**src/type_length_frame_deframer_unit_macros.svh**
```systemverilog
// assertion macros shared by the deframer rtl
`ifndef TYPE_LENGTH_FRAME_DEFRAMER_UNIT_MACROS_SVH
`define TYPE_LENGTH_FRAME_DEFRAMER_UNIT_MACROS_SVH
`ifndef SYNTHESIS
// same-cycle implication
`define TLFD_ASSERT_NOW(label, clk, rst_n, ante, cons) \
    label: assert property (@(posedge clk) disable iff (!rst_n) (ante) |-> (cons)) \
        else $error("deframer check failed");
// next-cycle implication
`define TLFD_ASSERT_NEXT(label, clk, rst_n, ante, cons) \
    label: assert property (@(posedge clk) disable iff (!rst_n) (ante) |=> (cons)) \
        else $error("deframer check failed");
`else
`define TLFD_ASSERT_NOW(label, clk, rst_n, ante, cons)
`define TLFD_ASSERT_NEXT(label, clk, rst_n, ante, cons)
`endif
`endif

```
**src/tlfd_pkg.sv**
```systemverilog
// shared types, constants and helpers of the frame deframer
package tlfd_pkg;

    localparam int CFG_DATA_W = 31;

    typedef logic [CFG_DATA_W-1:0] t_cfg_data;

    typedef enum logic [0:0] {
        CFG_BIG_ENDIAN = 1'b0,
        CFG_MAX_LEN    = 1'b1
    } t_cfg_idx;

    typedef enum logic [2:0] {
        ST_HEADER  = 3'd0,
        ST_PAYLOAD = 3'd1,
        ST_EMPTY   = 3'd2,
        ST_BADLEN  = 3'd3
    } t_status;

    localparam logic [31:0]           HEADER_BYTES   = 32'd8;
    localparam logic [1:0]            LAST_FIELD_POS = 2'd3;
    localparam logic [31:0]           TYPE_RESET     = 32'hFFFF_FFFF;
    localparam logic [CFG_DATA_W-1:0] MAX_LEN_RESET  = 31'd65536;

    typedef struct packed {
        logic                  big_endian;
        logic [CFG_DATA_W-1:0] max_frame_length;
    } t_cfg;

    typedef struct packed {
        t_status            status;
        logic [7:0]         out_byte;
        logic signed [31:0] message_type;
        logic [30:0]        payload_index;
        logic               last_byte;
    } t_result;

    // place one header byte into a 32-bit field
    function automatic logic [31:0] put_byte(input logic [31:0] field,
                                             input logic [1:0]  pos,
                                             input logic [7:0]  b,
                                             input logic        big_endian);
        logic [31:0] res;
        if (big_endian) begin
            res = {field[23:0], b};
        end else begin
            case (pos)
                2'd0:    res = {field[31:8], b};
                2'd1:    res = {field[31:16], b, field[7:0]};
                2'd2:    res = {field[31:24], b, field[15:0]};
                default: res = {b, field[23:0]};
            endcase
        end
        return res;
    endfunction

endpackage

```
**src/tlfd_byte_if.sv**
```systemverilog
// byte input channel
interface tlfd_byte_if;
    logic       valid;
    logic       ready;
    logic [7:0] data_byte;

    modport source (output valid, output data_byte, input ready);
    modport sink   (input valid, input data_byte, output ready);
endinterface

```
**src/tlfd_result_if.sv**
```systemverilog
// result channel, one beat per input byte
interface tlfd_result_if;
    logic                 valid;
    logic                 ready;
    tlfd_pkg::t_status    status;
    logic [7:0]           out_byte;
    logic signed [31:0]   message_type;
    logic [30:0]          payload_index;
    logic                 last_byte;

    modport source (output valid, output status, output out_byte, output message_type,
                    output payload_index, output last_byte, input ready);
    modport sink   (input valid, input status, input out_byte, input message_type,
                    input payload_index, input last_byte, output ready);
endinterface

```
**src/tlfd_cfg_regs.sv**
```systemverilog
// configuration registers of the deframer
module tlfd_cfg_regs (
    input  logic                 i_clk,
    input  logic                 i_rst_n,
    input  logic                 i_we,
    input  tlfd_pkg::t_cfg_idx   i_idx,
    input  tlfd_pkg::t_cfg_data  i_data,
    output tlfd_pkg::t_cfg       o_cfg
);

    logic                        r_big_endian;
    logic [tlfd_pkg::CFG_DATA_W-1:0] r_max_len;

    always_ff @(posedge i_clk) begin
        if (!i_rst_n) begin
            r_big_endian <= 1'b0;
            r_max_len    <= tlfd_pkg::MAX_LEN_RESET;
        end else if (i_we) begin
            case (i_idx)
                tlfd_pkg::CFG_BIG_ENDIAN: r_big_endian <= i_data[0];
                tlfd_pkg::CFG_MAX_LEN:    r_max_len    <= i_data;
                default:                  r_big_endian <= r_big_endian;
            endcase
        end
    end

    assign o_cfg.big_endian       = r_big_endian;
    assign o_cfg.max_frame_length = r_max_len;

endmodule

```
**src/tlfd_step.sv**
```systemverilog
// frame state and per-byte result logic
`include "type_length_frame_deframer_unit_macros.svh"
module tlfd_step (
    input  logic              i_clk,
    input  logic              i_rst_n,
    input  logic              i_en,
    input  logic [7:0]        i_byte,
    input  tlfd_pkg::t_cfg    i_cfg,
    output tlfd_pkg::t_result o_res
);

    typedef enum logic [1:0] {
        PH_TYPE    = 2'd0,
        PH_LENGTH  = 2'd1,
        PH_PAYLOAD = 2'd2
    } t_phase;

    t_phase      r_phase,  n_phase;
    logic [1:0]  r_hcount, n_hcount;
    logic [31:0] r_type,   n_type;
    logic [31:0] r_length, n_length;
    logic [30:0] r_pcount, n_pcount;

    logic [31:0] w_field;
    logic [31:0] w_plen;
    logic [30:0] w_cnt_inc;
    tlfd_pkg::t_result w_res;

    always_comb begin
        w_cnt_inc = r_pcount + 31'd1;
        w_plen    = r_length - tlfd_pkg::HEADER_BYTES;
        w_field   = tlfd_pkg::put_byte((r_phase == PH_LENGTH) ? r_length : r_type,
                                       r_hcount, i_byte, i_cfg.big_endian);

        n_phase  = r_phase;
        n_hcount = r_hcount;
        n_type   = r_type;
        n_length = r_length;
        n_pcount = r_pcount;

        w_res.status        = tlfd_pkg::ST_HEADER;
        w_res.out_byte      = 8'd0;
        w_res.message_type  = r_type;
        w_res.payload_index = 31'd0;
        w_res.last_byte     = 1'b0;

        case (r_phase)
            PH_PAYLOAD: begin
                w_res.status        = tlfd_pkg::ST_PAYLOAD;
                w_res.out_byte      = i_byte;
                w_res.payload_index = r_pcount;
                n_pcount            = w_cnt_inc;
                if ({1'b0, w_cnt_inc} >= w_plen) begin
                    w_res.last_byte = 1'b1;
                    n_phase  = PH_TYPE;
                    n_hcount = 2'd0;
                    n_type   = tlfd_pkg::TYPE_RESET;
                    n_length = 32'd0;
                    n_pcount = 31'd0;
                end
            end
            PH_LENGTH: begin
                n_length = w_field;
                n_hcount = r_hcount + 2'd1;
                if (r_hcount == tlfd_pkg::LAST_FIELD_POS) begin
                    if (w_field < tlfd_pkg::HEADER_BYTES ||
                        w_field > {1'b0, i_cfg.max_frame_length}) begin
                        w_res.status = tlfd_pkg::ST_BADLEN;
                        n_phase  = PH_TYPE;
                        n_type   = tlfd_pkg::TYPE_RESET;
                        n_length = 32'd0;
                        n_pcount = 31'd0;
                    end else if (w_field == tlfd_pkg::HEADER_BYTES) begin
                        w_res.status    = tlfd_pkg::ST_EMPTY;
                        w_res.last_byte = 1'b1;
                        n_phase  = PH_TYPE;
                        n_type   = tlfd_pkg::TYPE_RESET;
                        n_length = 32'd0;
                        n_pcount = 31'd0;
                    end else begin
                        n_phase  = PH_PAYLOAD;
                        n_pcount = 31'd0;
                    end
                end
            end
            default: begin
                // type field; the unused phase code lands here too
                n_type             = w_field;
                w_res.message_type = w_field;
                n_hcount           = r_hcount + 2'd1;
                if (r_hcount == tlfd_pkg::LAST_FIELD_POS) begin
                    n_phase  = PH_LENGTH;
                    n_length = 32'd0;
                end else begin
                    n_phase  = PH_TYPE;
                end
            end
        endcase
    end

    always_ff @(posedge i_clk) begin
        if (!i_rst_n) begin
            r_phase  <= PH_TYPE;
            r_hcount <= 2'd0;
            r_type   <= tlfd_pkg::TYPE_RESET;
            r_length <= 32'd0;
            r_pcount <= 31'd0;
        end else if (i_en) begin
            r_phase  <= n_phase;
            r_hcount <= n_hcount;
            r_type   <= n_type;
            r_length <= n_length;
            r_pcount <= n_pcount;
        end
    end

    assign o_res = w_res;

    `TLFD_ASSERT_NOW(a_payload_len, i_clk, i_rst_n,
        r_phase == PH_PAYLOAD, r_length > tlfd_pkg::HEADER_BYTES)
    `TLFD_ASSERT_NEXT(a_frame_restart, i_clk, i_rst_n, i_en && w_res.last_byte,
        r_phase == PH_TYPE && r_type == tlfd_pkg::TYPE_RESET && r_pcount == 31'd0)

endmodule

```
**src/type_length_frame_deframer_unit.sv**
```systemverilog
// top level: input beat register, frame step logic, result register
// a byte passes the input beat register, then its result is held in the result register
// throughput: one byte per cycle while results are taken; the frame state updates once per byte
// a stalled result beat holds both registers, input ready drops when both are full and stalled
// reset (synchronous, active low): channels empty, little endian, max length 65536,
// deframer waiting for the first byte of a type field
`include "type_length_frame_deframer_unit_macros.svh"
module type_length_frame_deframer_unit (
    input  logic                 i_clk,
    input  logic                 i_rst_n,
    input  logic                 i_cfg_we,
    input  tlfd_pkg::t_cfg_idx   i_cfg_idx,
    input  tlfd_pkg::t_cfg_data  i_cfg_data,
    tlfd_byte_if.sink            i_in,
    tlfd_result_if.source        o_res
);

    tlfd_pkg::t_cfg    w_cfg;
    tlfd_pkg::t_result w_step_res;

    // input beat register
    logic       r_in_valid;
    logic [7:0] r_in_byte;

    // result register
    logic              r_out_valid;
    tlfd_pkg::t_result r_res;

    logic w_advance;
    logic w_step_en;

    // result register frees up when empty or when its beat is taken
    assign w_advance = !r_out_valid || o_res.ready;
    // byte moves into the step logic and its result is captured together
    assign w_step_en = r_in_valid && w_advance;
    assign i_in.ready = !r_in_valid || w_advance;

    tlfd_cfg_regs u_cfg (
        .i_clk   (i_clk),
        .i_rst_n (i_rst_n),
        .i_we    (i_cfg_we),
        .i_idx   (i_cfg_idx),
        .i_data  (i_cfg_data),
        .o_cfg   (w_cfg)
    );

    tlfd_step u_step (
        .i_clk   (i_clk),
        .i_rst_n (i_rst_n),
        .i_en    (w_step_en),
        .i_byte  (r_in_byte),
        .i_cfg   (w_cfg),
        .o_res   (w_step_res)
    );

    // input register: control reset, payload loaded on an accepted beat
    always_ff @(posedge i_clk) begin
        if (!i_rst_n) begin
            r_in_valid <= 1'b0;
        end else if (i_in.ready) begin
            r_in_valid <= i_in.valid;
        end
    end

    always_ff @(posedge i_clk) begin
        if (i_in.valid && i_in.ready) begin
            r_in_byte <= i_in.data_byte;
        end
    end

    // result register
    always_ff @(posedge i_clk) begin
        if (!i_rst_n) begin
            r_out_valid <= 1'b0;
        end else if (w_advance) begin
            r_out_valid <= r_in_valid;
        end
    end

    always_ff @(posedge i_clk) begin
        if (w_step_en) begin
            r_res <= w_step_res;
        end
    end

    assign o_res.valid         = r_out_valid;
    assign o_res.status        = r_res.status;
    assign o_res.out_byte      = r_res.out_byte;
    assign o_res.message_type  = r_res.message_type;
    assign o_res.payload_index = r_res.payload_index;
    assign o_res.last_byte     = r_res.last_byte;

    `TLFD_ASSERT_NOW(a_last_kind, i_clk, i_rst_n, r_out_valid && r_res.last_byte,
        r_res.status == tlfd_pkg::ST_PAYLOAD || r_res.status == tlfd_pkg::ST_EMPTY)
    `TLFD_ASSERT_NOW(a_badlen_clean, i_clk, i_rst_n,
        r_out_valid && r_res.status == tlfd_pkg::ST_BADLEN,
        !r_res.last_byte && r_res.out_byte == 8'd0 && r_res.payload_index == 31'd0)
    `TLFD_ASSERT_NEXT(a_in_hold, i_clk, i_rst_n, r_in_valid && !w_advance,
        r_in_valid && $stable(r_in_byte))

endmodule

```
**src/flat_wrapper.sv**
```systemverilog
// flat-port wrapper written by rule: the top's interface ports become plain ports
module type_length_frame_deframer_unit_flat 
  (i_clk, i_rst_n, i_cfg_we, i_cfg_idx, i_cfg_data, i_in_valid, i_in_data_byte, i_in_ready, o_res_valid, o_res_status, o_res_out_byte, o_res_message_type, o_res_payload_index, o_res_last_byte, o_res_ready);
  tlfd_byte_if i_in_i ();
  tlfd_result_if o_res_i ();
  input  logic i_clk;
  input  logic i_rst_n;
  input  logic i_cfg_we;
  input  tlfd_pkg::t_cfg_idx i_cfg_idx;
  input  tlfd_pkg::t_cfg_data i_cfg_data;
  input wire logic [$bits(i_in_i.valid)-1:0] i_in_valid;
  input wire logic [$bits(i_in_i.data_byte)-1:0] i_in_data_byte;
  output wire logic [$bits(i_in_i.ready)-1:0] i_in_ready;
  output wire logic [$bits(o_res_i.valid)-1:0] o_res_valid;
  output wire logic [$bits(o_res_i.status)-1:0] o_res_status;
  output wire logic [$bits(o_res_i.out_byte)-1:0] o_res_out_byte;
  output wire logic [$bits(o_res_i.message_type)-1:0] o_res_message_type;
  output wire logic [$bits(o_res_i.payload_index)-1:0] o_res_payload_index;
  output wire logic [$bits(o_res_i.last_byte)-1:0] o_res_last_byte;
  input wire logic [$bits(o_res_i.ready)-1:0] o_res_ready;
  assign i_in_i.valid = i_in_valid;
  assign i_in_i.data_byte = i_in_data_byte;
  assign i_in_ready = i_in_i.ready;
  assign o_res_valid = o_res_i.valid;
  assign o_res_status = o_res_i.status;
  assign o_res_out_byte = o_res_i.out_byte;
  assign o_res_message_type = o_res_i.message_type;
  assign o_res_payload_index = o_res_i.payload_index;
  assign o_res_last_byte = o_res_i.last_byte;
  assign o_res_i.ready = o_res_ready;
  type_length_frame_deframer_unit u_core (.i_clk(i_clk), .i_rst_n(i_rst_n), .i_cfg_we(i_cfg_we), .i_cfg_idx(i_cfg_idx), .i_cfg_data(i_cfg_data), .i_in(i_in_i), .o_res(o_res_i));
endmodule
```
**config.mk**
```make
export PLATFORM = sky130hd
export DESIGN_NAME = type_length_frame_deframer_unit_flat
export DESIGN_NICKNAME = d
export VERILOG_FILES = /design/src/tlfd_pkg.sv /design/src/tlfd_byte_if.sv /design/src/tlfd_result_if.sv /design/src/tlfd_cfg_regs.sv /design/src/tlfd_step.sv /design/src/type_length_frame_deframer_unit.sv /design/src/flat_wrapper.sv
export VERILOG_INCLUDE_DIRS = /design/src /design/src/src
export SDC_FILE = /design/constraint.sdc
export NUM_CORES = 1
export LEC_CHECK = 0
export BUFFER_PORTS_ARGS = -buffer_cell sky130_fd_sc_hd__buf_2
export CAP_MARGIN = 40
export CORE_MARGIN = 3
export CORE_UTILIZATION = 40
export CTS_BUF_LIST = sky130_fd_sc_hd__clkbuf_8
export CTS_CLUSTER_DIAMETER = 60
export DETAILED_ROUTE_END_ITERATION = 10
export GPL_TIMING_DRIVEN = 1
export SYNTH_ARGS = -nofsm -noshare
export SYNTH_HDL_FRONTEND = slang
export SYNTH_HIERARCHICAL = 1
export SYNTH_SLANG_ARGS = --single-unit
```
**constraint.sdc**
```tcl
create_clock -name i_clk -period 8 [get_ports i_clk]
set_input_delay 0.8 -clock i_clk [delete_from_list [all_inputs] [get_ports i_clk]]
set_output_delay 0.8 -clock i_clk [all_outputs]
set_load 0.005 [all_outputs]
```
==> results.py <==
metrics = {
    "worst_hold_path": {
        "hold_depth": 1,
        "hp-class": "in2reg",
    },
    "logic_synthesis": {
        "syn_avg_cell_area_um2": 9.72,
        "synthArstFlopShare_pct": 0,
        "netlist_instances": 1249,
        "synth_ff_type": "dfxtp_1",
        "synth-edff-count": 83,
        "synth_area_leaders": "dfxtp_1 22%, edfxtp_1 21%, ha_1 7.2%",
        "yosysWarnings": 6,
        "ys_ff_latch": 216,
        "post-synth-top-area-cell": "dfxtp_1",
        "seq_area_frac_synth_pct": 42.4,
        "netlist_top_cells_count": "133 x dfxtp_1, 86 x nand2_1, 85 x nor2_1, 83 x edfxtp_1, 74 x inv_1",
        "syn_area_um2": 12100,
        "synthDistinctLibCells": 74,
        "synth_fp_nets": 1364,
        "synth_top_area_share_pct": 21.9,
        "synth.most_common_cell": "dfxtp_1",
    },
    "sta": {
        "worst_slew_pin_slew_ns": 0.928,
        "finClkSkew_ns": 0.0235,
        "tns_ns": 0,
        "fmax_ghz": 0.174,
        "period_needed_ns": 5.76,
        "slew_headroom_pct": 38.1,
        "holdWs_ns": 0.434,
        "rsz0062_at_grt": "no",
        "drv_slew": 0,
        "hold_viol_final": 0,
        "finalCritPeriodShare_pct": 72.0,
        "finalSetupViolCount": 0,
        "timing.final.ws_setup_ns": 2.24,
    },
    "setup_path": {
        "critPathCaptureType": "register",
        "cp_max_fo": 25,
        "cp.required_ns": 8.48,
        "reg2reg_depth": 19,
        "path_class": "reg2reg",
        "arrival_ns": 6.24,
        "start_kind": "register",
    },
    "layout": {
        "drive_above_1_share_pct": 18.5,
        "fin_area_um2": 13700,
        "area_delta_synth_final_pct": 12.4,
        "finish.utilization_pct": 45.8,
        "area.sequential_um2": 5150,
        "fin_nets": 1452,
        "n_antenna_cell": 0,
        "multi_input_area_um2": 6240,
        "fillers": 2884,
    },
    "drt": {
        "wl_per_cell_um": 18.5,
        "ant_nets": 0,
        "first_pass_iters": 5,
        "drc_errors": 0,
        "routed_via_density": 5.55,
        "num_vias": 9739,
        "routed_wl_mm": 32.6,
        "drt_first_iter_violations": 839,
    },
    "grt": {
        "grt_max_degree": 83,
        "overflow": 0,
        "track_usage_pct": 19.2,
        "top_usage_layer": "met2",
        "use_met1_pct": 26.7,
        "use_met2_pct": 31.0,
        "antenna_found_initial": 0,
        "grt_pass1_wl_mm": 51.3,
        "use_met3_pct": 3.25,
        "first_global_vias": 9213,
    },
    "floorplanning": {
        "fp-row-count": 63,
        "die_x_um": 180,
        "die_area_um2": 32500,
        "coreArea_um2": 29800,
        "initial_core_util_pct": 40.8,
        "ioPinCount": 122,
        "die_y_um": 180,
    },
    "place": {
        "place_ws_ns": 2.40,
        "dp_hpwl_mm": 23.2,
        "port_buffers": 121,
        "placed_cell_area_um2": 12900,
        "gp_congestion": 0.912,
    },
    "clock_tree": {
        "postCtsResizedCells": 0,
        "clk_path_buf_depth": 3,
        "path_clk_slew_ns": 0.06,
        "ctsHoldBuffers": 0,
        "htreeDepth": 2,
        "clock_latency_ns": 0.55,
        "cts_tree": "built",
        "root_buffer": "clkbuf_8",
        "numCtsBuffers": 39,
        "post_cts.repair.setup_buffers": 0,
        "numClockSinks": 216,
    },
    "job": {
        "drv_cap": 0,
    },
    "power_and_ir_drop": {
        "power.leakage_nw": 5.43,
        "cellPowerDensity_nw_per_um2": 185,
        "peakVddDrop_uv": 131,
    },
    "run_status": {
        "status": "completed",
    },
}
layout by cell type, fill, tap and decap left out, types with 10 or more instances in the layout:
cell type	Yosys	final
dfxtp_1	133	133
buf_2	23	120
inv_1	74	93
nand2_1	86	86
nor2_1	85	85
edfxtp_1	83	83
ha_1	70	68
a21oi_1	52	52
and2_1	49	49
mux2i_1	47	47
clkbuf_8	0	46
nand4_1	42	42
xnor2_1	36	36
nand3_1	31	31
a32o_1	31	31
o21ai_0	31	30
o21ai_2	29	29
nor4_1	25	25
a22oi_1	19	19
xor2_1	18	18
nor3_1	16	16
mux2_2	15	15
buf_4	6	14
a211oi_1	15	14
nand2b_1	12	12
o211ai_1	12	12
a31oi_1	12	12
nand3b_1	11	11
a21o_1	11	11
a41oi_1	11	11
a22o_1	10	10
layer usage:
metal | vias to the layer above | wire, µm
li1 | 4787 | -
met2 | 298 | 14900
met5 | - | 0
met4 | 0 | 711
met1 | 4610 | 15000
met3 | 44 | 1950
power breakdown:
group          internal [mW]  switching (mW)
sequential              1.19          0.0249
clock                  0.553           0.452
combinational          0.110           0.197
worst paths after layout:
path                                                start                                 endpoint  slack [ns]
setup reg to reg   u_core/u_step/r_pcount[2]$_SDFFE_PN0P_  u_core/u_step/r_length[25]$_SDFFE_PN0P_        2.24
hold reg to reg   u_core/u_cfg/r_max_len[13]$_SDFFE_PN0P_  u_core/u_cfg/r_max_len[13]$_SDFFE_PN0P_        0.45
setup / recovery   u_core/u_step/r_pcount[2]$_SDFFE_PN0P_  u_core/u_step/r_length[25]$_SDFFE_PN0P_        2.24
hold / removal                          i_in_data_byte[1]            u_core/r_in_byte[1]$_DFFE_PP_        0.43
layout make-up:
type	instances	area share [%]
inverters	74	2.03
well taps	390	3.57
flip-flops and latches	216	37.7
repair buffers	136	5.36
clock inverters	24	0.944
multi-input cells	870	45.7
clock buffers	46	4.64
cell families after synthesis:
group                      share of synthesized area [%]
adders and majority gates                           7.21
AOI/OAI and AO/OA                                   17.3
and+or+nand+nor                                     17.5
xor gates and xnor gates                            3.89
muxes                                               5.36
buffers and inverters                               6.30
DFF                                                 42.4
other                                             0.0309
sequential cells by signal (all words and copies together), names as in the netlist:
signal,cells
u_core/o_res.valid,1
u_core/u_step/r_phase,2
u_core/o_res.message_type,32
u_core/o_res.status,3
u_core/o_res.last_byte,1
u_core/r_in_valid,1
u_core/o_res.payload_index,31
u_core/o_res.out_byte,8
u_core/u_step/r_length,32
u_core/u_cfg/r_max_len,31
u_core/u_step/r_hcount,2
u_core/r_in_byte,8
u_core/u_step/r_type,32
u_core/u_step/r_pcount,31
u_core/u_cfg/r_big_endian,1
per-stage QoR:
step	std cells	power [mW]
detailed placement	1686	1.54
finish	1756	2.53
global route	1756	2.65
global placement	1683	1.53
floorplan	1249	1.43
CTS	1756	2.56
critical path: stages (launching register included):
cell and delay [ns]:
dfxtp_1 0.44, nand3_1 0.16, nor3_1 0.20, buf_4 0.18, nand3_1 0.23, nor3_1 0.49
and3_1 0.29, nand3_1 0.18, xnor2_1 0.19, ha_1 0.32, a21o_1 0.19, a21o_1 0.18
a21oi_1 0.18, o22ai_1 0.10, a211oi_1 0.28, o211ai_1 0.17, and2_1 0.51, a21oi_2 0.82
buf_4 0.39, a32o_1 0.16
Power figures use the tool's default switching activity.
